--- src/rtl/ldisp_ram.sv ---
// Generic single-write, single-read RAM with registered read data.
// No dependencies.
module ldisp_ram #(
  parameter int unsigned Width = 8,
  parameter int unsigned Depth = 2
) (
  input  logic                     clk_i,
  input  logic                     we_i,
  input  logic [$clog2(Depth)-1:0] waddr_i,
  input  logic [Width-1:0]         wdata_i,
  input  logic                     re_i,
  input  logic [$clog2(Depth)-1:0] raddr_i,
  output logic [Width-1:0]         rdata_o
);

  logic [Width-1:0] mem_q [Depth];
  logic [Width-1:0] rdata_q;

  always_ff @(posedge clk_i) begin
    if (we_i) begin
      mem_q[waddr_i] <= wdata_i;
    end
    if (re_i) begin
      rdata_q <= mem_q[raddr_i];
    end
  end

  assign rdata_o = rdata_q;

endmodule

--- config.mk ---
export PLATFORM = sky130hd
export DESIGN_NAME = ldisp_ram
export DESIGN_NICKNAME = d
export VERILOG_FILES = /design/src/rtl/ldisp_ram.sv
export SDC_FILE = /design/constraint.sdc
export NUM_CORES = 1
export LEC_CHECK = 0
export CAP_MARGIN = 20
export CORE_ASPECT_RATIO = 1.1
export CORE_UTILIZATION = 27
export CTS_CLUSTER_SIZE = 12
export DETAILED_ROUTE_END_ITERATION = 8
export DONT_BUFFER_PORTS = 1
export GPL_ROUTABILITY_DRIVEN = 0
export HOLD_SLACK_MARGIN = 0.08
export SLEW_MARGIN = 5
export SYNTH_ARGS = -nofsm -noshare
export SYNTH_HDL_FRONTEND = slang
export SYNTH_SLANG_ARGS = --single-unit
--- constraint.sdc ---
create_clock -name clk_i -period 0.9 [get_ports clk_i]
set_input_delay 0.135 -clock clk_i [delete_from_list [all_inputs] [get_ports clk_i]]
set_output_delay 0.135 -clock clk_i [all_outputs]
set_load 0.005 [all_outputs]
==> implementation parameters <==
Parameter                              Value

Global route
  Pin count of the biggest net entering global routing ... 13
  Via count of the first global-routing pass ... approximately 390
  Grt ovf ... 0
  Total GRT Usage ... approximately 8%
  Number of antenna violations at the first check in global routing ... 0
  Wire length of the first global-routing pass ... around 1800 um

Setup path
  Startpoint of the worst register-to-register path ... mem_q[1][0]
  Source of the critical timing path ... mem_q[1][0]
  Crit-path max FO ... 1
  Number of cells traversed by the worst register-to-register path ... 1
  Worst path arrival time ... 980 ps
  Category of the critical setup timing path ... flip-flop to flip-flop
  Buf+Inv Stages, Crit Path ... 0
  Type of element launching the critical path ... flip-flop
  Longest individual stage delay on the worst path ... between 400 and 500 ps
  Highest-delay cell along the critical path ... edfxtp_1
  Critical path data required time ... about 970 ps
  Kind of cell adding the most delay to the critical path ... flip-flops
  Slack of the worst reg-to-reg path ... -2 ps
  Stages on worst setup path ... 1
  Worst-path cell chain ... mux2_4
  Last element of the critical path ... rdata_o[0]
  Critical path capture point type ... flip-flop
  Reg2Reg Capture Point ... rdata_o[0]

STA
  Slew at the pin closest to its max-slew limit ... between 300 and 400 ps
  Setup repair after global routing missed its margin ... true
  Period utilization ... 100%
  Minimum clock period after layout ... approximately 900 ps
  Rel. slew slack ... 76.5%
  Setup skew after layout ... roughly 7.6 ps
  Final hold violation count ... 0
  Final-report max-slew violation count ... 0
  Final worst-path setup slack ... -2.16 ps
  Final-layout setup total negative slack ... -2.16 ps
  Max Clock Freq ... around 1.1 GHz
  Final setup fails ... 1

CTS
  CTS tree ... built
  Clock Root Buffer ... clkbuf_4
  Worst-path clk slew ... 120 ps
  CTS Buf Count ... 3
  Clock latency of the later-clocked register in the worst-skew pair ... approximately 300 ps
  Clock H-tree levels ... 1
  Clk sinks ... 24
  Clock buffer depth ... 2
  Hold bufs inserted after CTS ... 9

Layout
  Sequential Area ... 721 um^2
  Fraction of final layout cells sized beyond drive strength 1 ... between 20 and 30%
  Non-filler cells in the finished layout ... 82
  Number of inserted diodes ... 0
  Net total in the final layout ... between 60 and 70
  Area growth from synthesis to layout ... 21.9%
  Area taken by multi-input logic gates ... 135 um^2
  Final design area excluding fillers ... 1050 um^2
  Number of inserted filler cells in the final layout ... roughly 290

Run status
  Failing checks ... negative setup slack
  Status ... complete, but fails checks

Place
  Total placed instance area ... 938 um^2
  Number of buffers inserted by port buffering ... 0
  Number of placed instances with taps included ... 70

Hold path
  Kind of path behind the tightest hold check ... primary input to flip-flop

Routing
  Detailed-router iteration count before antenna repair ... 1
  Initial DRC count ... 0
  Vias per Instance ... approximately 4.2
  Routed len/inst ... around 14 um
  Via count of the routed design ... 342
  Total detailed-routing wirelength ... ~1100 um
  Antenna Violating Nets Remaining ... 0
  Remaining DRCs ... 0

Floorplanning
  Number of rows in the core area ... 21
  Die outline area ... between 3000 and 4000 um^2
  Ports ... 21
  Die width ... roughly 56 um
  Core outline area ... between 3000 and 4000 um^2
  Starting density of the core ... between 20% and 30%
  Die boundary height ... a little over 60 um

Run
  Maximum capacitance violations ... 0

Logic synthesis
  Netlist cell types ... 5
  Syn Std Cell Area ... 865 um^2
  Post-synth net total ... 48
  Register bit total from synthesis ... 24
  Proportion of synthesized chip area in sequential cells ... between 80% and 90%
  Post-synthesis average cell area ... 24.7 um^2
  Yosys warning total ... 0
  Post-Syn Instances ... 35

Power
  Total Power ... between 1.5 and 2 mW
  Power per unit of standard cell area ... between 1500 and 2000 nW/um^2
  Peak supply drop ... 0.000624 V
  Static power due to leakage ... 0.378 nW
## cells in the final DEF (no fill, tap or decap), drive strengths merged
cell type / Yosys / routed
edfxtp: 24 / 24
clkbuf: 0 / 3
dlymetal6s4s: 0 / 1
dlygate4sd3: 0 / 8
mux2: 8 / 8
and2: 1 / 1
buf: 1 / 2
nor2b: 1 / 1
## what timing repair did
action	in CTS	in global routing
resized for setup	0	1
hold endpoints to repair	32	8
endpoints found under the setup margin	0	14
setup buffers	0	0
## synth_stat cells, drive strengths merged
| master | instances | area [um^2] |
|---|---|---|
| and2 | 1 | 6.26 |
| buf | 1 | 11.3 |
| edfxtp | 24 | 721 |
| mux2 | 8 | 120 |
| nor2b | 1 | 6.26 |
## where the power goes
group          switching (mW)  total [mW]  internal [mW]
Sequential             0.0258        1.35           1.32
Combinational          0.0402       0.135         0.0951
Clock                   0.290       0.446          0.156
Total                   0.356        1.93           1.57
## sequential cells by signal (all words and copies together), names as in the netlist
register  count
rdata_o       8
mem_q        16
## worst min path at each step
stage / endpoint / cells after the start / from / slack (ps)
after detailed placement: mem_q[1][0] / 0 / wdata_i[0] / 230
after CTS: rdata_o[3] / 1 / raddr_i / 40
after global routing: rdata_o[2] / 1 / raddr_i / 30
final: rdata_o[3] / 1 / raddr_i / 50
after global placement: mem_q[0][0] / 0 / wdata_i[0] / 230
after floorplan: mem_q[0][0] / 0 / wdata_i[0] / 230
## metrics by stage
step                setup slack, ps  hold slack, ps  util, %
floorplan                      49.6             234        -
global placement               39.1             234     30.8
detailed placement             15.9             234     30.8
CTS                            2.51            41.1     34.5
global route                  -34.8            26.3     34.6
finish                        -2.16            49.4     34.6
## kinds of logic after synthesis
kind of cell	Yosys count	share of synthesized area [%]
muxes	8	13.9
DFF	24	83.4
buffers and inverters	1	1.30
and+or+nand+nor	2	1.45
## routing by layer
layer / part of all wire, % / track usage (%)
met4: 2.4 / 8.36
met3: 7.1 / 3.57
met5: 0 / 0
met1: 40 / 7.59
met2: 51 / 12.9
## cell type report
| class | instances | area share, % |
|---|---|---|
| flip-flops and latches | 24 | 68.4 |
| repair buffers | 11 | 12.6 |
| well taps | 34 | 4.04 |
| clock buffers | 3 | 2.14 |
| multi-input cells | 10 | 12.8 |
(Power assumes the default switching activity.)
