<file path="src/rtl/ldisp_pkg.sv">
// Loop iteration dispatcher: shared types, codes, widths and a helper function.
// No dependencies; used by the dispatcher core and the divider.
package ldisp_pkg;

  localparam int unsigned MaxWorkersDef = 128;
  localparam int unsigned IdxW   = 32;
  localparam int unsigned DivDW  = 33;
  localparam int unsigned DivVW  = 16;
  localparam int unsigned MulW   = 49;
  localparam int unsigned EntW   = 2 * IdxW + 1;
  localparam int unsigned CfgIdxW = 3;

  typedef enum logic [2:0] {
    SRC_OWN    = 3'd0,
    SRC_NEW    = 3'd1,
    SRC_STOLEN = 3'd2,
    SRC_NONE   = 3'd3,
    SRC_BAD    = 3'd4,
    SRC_BEGUN  = 3'd5
  } src_e;

  typedef enum logic [1:0] {
    MODE_STATIC  = 2'd0,
    MODE_DYNAMIC = 2'd1,
    MODE_GUIDED  = 2'd2,
    MODE_AUTO    = 2'd3
  } mode_e;

  localparam logic OP_BEGIN = 1'b0;
  localparam logic OP_NEXT  = 1'b1;

  localparam logic [CfgIdxW-1:0] CFG_FIRST  = 3'd0;
  localparam logic [CfgIdxW-1:0] CFG_LIMIT  = 3'd1;
  localparam logic [CfgIdxW-1:0] CFG_STRIDE = 3'd2;
  localparam logic [CfgIdxW-1:0] CFG_MODE   = 3'd3;
  localparam logic [CfgIdxW-1:0] CFG_CHUNK  = 3'd4;
  localparam logic [CfgIdxW-1:0] CFG_COUNT  = 3'd5;

  typedef struct packed {
    logic            busy;
    logic [IdxW-1:0] fin;
    logic [IdxW-1:0] nxt;
  } entry_t;

  function automatic logic [IdxW-1:0] clip_add(input logic [IdxW-1:0] base,
                                               input logic [MulW-1:0] add,
                                               input logic [IdxW-1:0] lim);
    logic [MulW:0] s;
    s = (MulW+1)'(base) + (MulW+1)'(add);
    clip_add = (s > (MulW+1)'(lim)) ? lim : s[IdxW-1:0];
  endfunction

endpackage

</file>
<file path="src/rtl/ldisp_div.sv">
// Iterative restoring divider, one quotient bit per cycle.
// Depends on ldisp_pkg for default widths.
module ldisp_div #(
  parameter int unsigned DW = ldisp_pkg::DivDW,
  parameter int unsigned VW = ldisp_pkg::DivVW
) (
  input  logic          clk_i,
  input  logic          rst_ni,
  input  logic          start_i,
  input  logic [DW-1:0] dividend_i,
  input  logic [VW-1:0] divisor_i,
  output logic          done_o,
  output logic [DW-1:0] quotient_o
);

  localparam int unsigned CW = $clog2(DW + 1);

  logic          busy_q;
  logic          done_q;
  logic [CW-1:0] cnt_q;
  logic [VW-1:0] rem_q;
  logic [VW-1:0] dvs_q;
  logic [DW-1:0] quo_q;
  logic [VW:0]   trial;
  logic          fits;

  assign trial = {rem_q, quo_q[DW-1]};
  assign fits  = trial >= {1'b0, dvs_q};

  always_ff @(posedge clk_i or negedge rst_ni) begin
    if (!rst_ni) begin
      busy_q <= 1'b0;
      done_q <= 1'b0;
      cnt_q  <= '0;
    end else begin
      done_q <= 1'b0;
      if (start_i) begin
        busy_q <= 1'b1;
        cnt_q  <= CW'(DW);
      end else if (busy_q) begin
        cnt_q <= cnt_q - 1'b1;
        if (cnt_q == CW'(1)) begin
          busy_q <= 1'b0;
          done_q <= 1'b1;
        end
      end
    end
  end

  always_ff @(posedge clk_i) begin
    if (start_i) begin
      quo_q <= dividend_i;
      rem_q <= '0;
      dvs_q <= divisor_i;
    end else if (busy_q) begin
      rem_q <= fits ? VW'(trial - {1'b0, dvs_q}) : trial[VW-1:0];
      quo_q <= {quo_q[DW-2:0], fits};
    end
  end

  assign done_o     = done_q;
  assign quotient_o = quo_q;

endmodule
</file>
<file path="config.mk">
export PLATFORM = sky130hd
export DESIGN_NAME = ldisp_div
export DESIGN_NICKNAME = d
export VERILOG_FILES = /design/src/rtl/ldisp_pkg.sv /design/src/rtl/ldisp_div.sv
export SDC_FILE = /design/constraint.sdc
export NUM_CORES = 1
export LEC_CHECK = 0
export BUFFER_PORTS_ARGS = -buffer_cell sky130_fd_sc_hd__buf_4
export CAP_MARGIN = 5
export CORE_MARGIN = 4
export CORE_UTILIZATION = 58
export CTS_BUF_LIST = sky130_fd_sc_hd__clkbuf_8
export DETAILED_ROUTE_END_ITERATION = 16
export GPL_TIMING_DRIVEN = 0
export PLACE_DENSITY = 0.85
export SLEW_MARGIN = 20
export SYNTH_ARGS = -nofsm -noshare
export SYNTH_HDL_FRONTEND = slang
export SYNTH_SLANG_ARGS = --single-unit
export TNS_END_PERCENT = 10
</file>
<file path="constraint.sdc">
create_clock -name clk_i -period 5.5 [get_ports clk_i]
set_input_delay 1.1 -clock clk_i [delete_from_list [all_inputs] [get_ports clk_i]]
set_output_delay 1.1 -clock clk_i [all_outputs]
set_load 0.01 [all_outputs]
</file>
==> metrics.md <==
| Metric | Value |
|---|---|
| Count of instances resized after the clock tree is built | 0 |
| Iteration count of the initial detailed-routing pass | 4 |
| Clock buffer depth | 2 |
| Cell at the root of the clock tree | clkbuf_8 |
| Die X-Extent | between 80 and 90 um |
| Clock Pin Slew Worst Setup and Hold Paths | ~0.080 ns |
| Largest net degree at the start of global routing | 34 |
| Number of global-route vias before repair | between 2,000 and 3,000 |
| Part of the cycle the worst path needs | 0.495 |
| Unrepaired setup endpoints after global routing | false |
| Hold-fix buffer count after cts | 0 |
| Worst clock skew | 0.00611 ns |
| Number of flops mapped to enable cells by yosys | just under 50 |
| Starting Density | 0.600 |
| Portion of the post-synthesis area used by sequential elements | 0.520 |
| Layout overhead on the synthesized area | 24.2% |
| Final count of hold timing violations | 0 |
| Switch share | 0.349 |
| Detailed-route DRC error count | 0 |
| Full die area | around 8000 um2 |
| Post-synthesis instance total | between 300 and 400 |
| Hold crit path type | flop to flop |
| Warnings, synthesis | 0 |
| Clock insertion delay at the later pin of the skew report | roughly 0.34 ns |
| Share of post-route cells with drive strength above 1 | 0.348 |
| Maximum fanout count along the critical path | 10 |
| Worst-path cell with the longest stage delay | a21boi_1 |
| Count of buffers from port buffering | 85 |
| Async SR Flop Fraction | 0.110 |
| Register bit total from synthesis | 73 |
| Count of unique library cells instantiated by Yosys | 51 |
| Hold path cells | 2 |
| Nets | 489 |
| Vias per cell | ~5.7 |
| Cells taking the most area after synthesis | edfxtp_1 38%, mux2_2 9.7%, dfxtp_1 8.4% |
| Net switching power | about 0.70 mW |
| Setup slack of the critical path after layout | between 2 and 3 ns |
| Total global routing track utilization | 0.236 |
| Number of endpoints failing setup at the final stage | 0 |
| Iter 0 DRT Violations | 137 |
| Final weighted congestion in routability-driven placement | about 0.87 |
| Part of the total power dissipated in the clock network | 0.206 |
| Class of the most critical setup path | flop to flop |
| Antenna Violating Nets Remaining | 0 |
| Antenna violations before repair | 0 |
| Largest stage delay on the critical path | between 0.4 and 0.5 ns |
| Number of cells on the worst reg-to-reg path | 10 |
| Type of origin of the critical path | flop |
| Cell leakage power | 2.05 nW |
| Cell Int Power | 1.31 mW |
| Cell Chain, Critical Path | inv_1 -> ha_1 -> nor2b_1 -> o2111ai_1 -> a21boi_1 -> a211oi_4 -> o211ai_2 -> buf_6 -> mux2_4 -> a211oi_2 |
| Worst-case setup slack after placement | approximately 2.6 ns |
| Count of max-cap constraint violations | 0 |
| Post-synth net total | 393 |
| Period minus WS final | ~2.7 ns |
| Standard cell core area | approximately 6400 um2 |
| Inserted Clock Buffers | 9 |
| Transition at the pin with the smallest max-transition slack | between 0.6 and 0.7 ns |
| Maximum ir drop on the vdd rail | ~0.26 mV |
| Row cnt | 29 |
| Total power consumption of the routed design | 2.02 mW |
| Count of boundary I/O pins | between 80 and 90 |
| Average routed wire per standard cell | about 18 um |
| Post-Synthesis Mean Instance Area | ~12 um2 |
| Leading register cell type out of synthesis | edfxtp_1 |
| Final TNS setup | 0 ns |
| Share of Yosys cell area claimed by the top area cell type | 0.384 |
| Clock H-tree levels | 3 |
| Max Clk Rate | about 370 MHz |
| Post-synth top area cell | edfxtp_1 |
| Total routed wirelength | around 8800 um |
| Antenna diode count | 0 |
| Floorplan die height | 89.3 um |
| Part of the power in registers | 0.407 |
| Via count | between 2,000 and 3,000 |
| Final non-filler cell total | 500 |
| Clock tree from TritonCTS | done |
| Cells after DPL | a little under 500 |
| Arrival time at the worst endpoint | ~3 ns |
| Post-synthesis instance area | 3830 um2 |
| Part of the total power dissipated in combinational logic | 0.387 |
| Post-CTS setup repair buffer count | 0 |
| Half-perimeter wire length after detailed placement | between 6000 and 7000 um |
| Global-route wire length before repair | roughly 14,000 um |
| Gr ovfl total | 0 |
| Worst slew margin relative to its limit | 0.544 |
| Crit. End Element | flop |
| Run status | finished, final reports clean |
| Count of final max-slew check failures | 0 |
| Sinks on the clock net | 73 |
| Power per cell area | 423 nW/um2 |
| WP data required | a little under 6 ns |
synth_stat cells (all sizes together) (3+ instances only):
master  count
a211oi     15
a21o        3
a21oi      11
and3        4
buf         4
clkbuf      9
dfrtp       8
dfxtp      16
edfxtp     49
ha         18
inv        22
mux2       34
mux2i      11
nand2      15
nand2b      4
nand3       5
nor2       28
nor2b       3
nor3        4
o21a        7
o21ai      10
o31ai       3
xnor2      10
xor2        5
state kept, by name, indices dropped and copies added, names as in the netlist:
signal      flops
busy_q          1
cnt_q           6
quotient_o     33
dvs_q          16
rem_q          16
done_o          1
power groups by stage:
stage                     sequential [mW]  combinational [mW]  clock, mW
after floorplan                     0.835               0.507          0
after global placement              0.824               0.745          0
after detailed placement            0.829               0.770          0
after CTS                           0.820               0.778      0.417
after global routing                0.836               0.858      0.451
final                               0.820               0.781      0.416
area by class of cell:
class	instances	area (um2)
sequential	73	1990
multi-input combinational	214	1700
fill	448	1620
timing repair buffer	85	638
clock buffer	9	124
tap	77	96.3
inverter	22	82.6
clock inverter	7	71.3
buffer	13	63.8
cell usage in the layout (no fill, tap or decap), types with 3 or more instances in the layout:
master / count
clkbuf_8: 9
a21oi_1: 11
xor2_1: 5
nand3_1: 5
inv_1: 21
a21o_1: 3
nor2_1: 28
a211oi_1: 13
clkbuf_1: 9
mux2_2: 33
edfxtp_1: 49
o21a_1: 7
o21ai_0: 10
xnor2_1: 10
nor2b_1: 3
o31ai_1: 3
nor3_1: 4
dfxtp_1: 16
mux2i_1: 11
ha_1: 18
nand2_1: 15
dfrtp_1: 8
nand2b_1: 4
buf_4: 85
worst max-delay path, delay by kind of cell (launching register included):
kind                       cells  cell delay, ns
AOI/OAI and AO/OA              5            1.20
adders and majority gates      1            0.28
buffers and inverters          2            0.26
DFF                            1            0.38
muxes                          1            0.31
and+or+nand+nor                1            0.21
layer usage:
layer  GRT usage  up-vias  part of all wire
li1            -     1373                 -
met1       0.310     1363              0.42
met2       0.381       89              0.50
met3      0.0461       16             0.060
met4       0.101        0             0.021
met5           0        -                 0
path summary, 6_finish.rpt:
check	from	endpoint	slack, ns
max in group asynchronous	rst_ni	cnt_q[1]	4.82
hold reg to reg	rem_q[15]	rem_q[15]	0.48
setup / recovery	dvs_q[1]	rem_q[0]	2.78
min in group asynchronous	rst_ni	cnt_q[3]	0.56
hold / removal	rem_q[15]	rem_q[15]	0.48
setup reg to reg	dvs_q[1]	rem_q[0]	2.78
kinds of logic (layout without fill, tap and decap cells):
| kind of cell | Yosys count | count (layout) | synth area share |
|---|---|---|---|
| multiplexers | 45 | 45 | 0.130 |
| XOR/XNOR | 15 | 15 | 0.0343 |
| AO/OA/AOI/OAI | 64 | 64 | 0.123 |
| AND/OR/NAND/NOR | 71 | 71 | 0.0917 |
| adder cells (fa/ha/maj) | 19 | 19 | 0.0640 |
| buffers and inverters | 35 | 136 | 0.0382 |
| flip-flops | 73 | 73 | 0.520 |
per-stage QoR:
stage / cell area, um2 / utilization / hold slack (ns)
2_1_floorplan: 3830 / - / 0.427
3_3_place_gp: 4570 / 0.715 / 0.444
3_5_place_dp: 4570 / 0.715 / 0.465
5_1_grt: 4760 / 0.746 / 0.502
4_1_cts: 4760 / 0.746 / 0.475
6_report: 4760 / 0.746 / 0.477
Note: power is estimated with default switching activity, not from simulation.
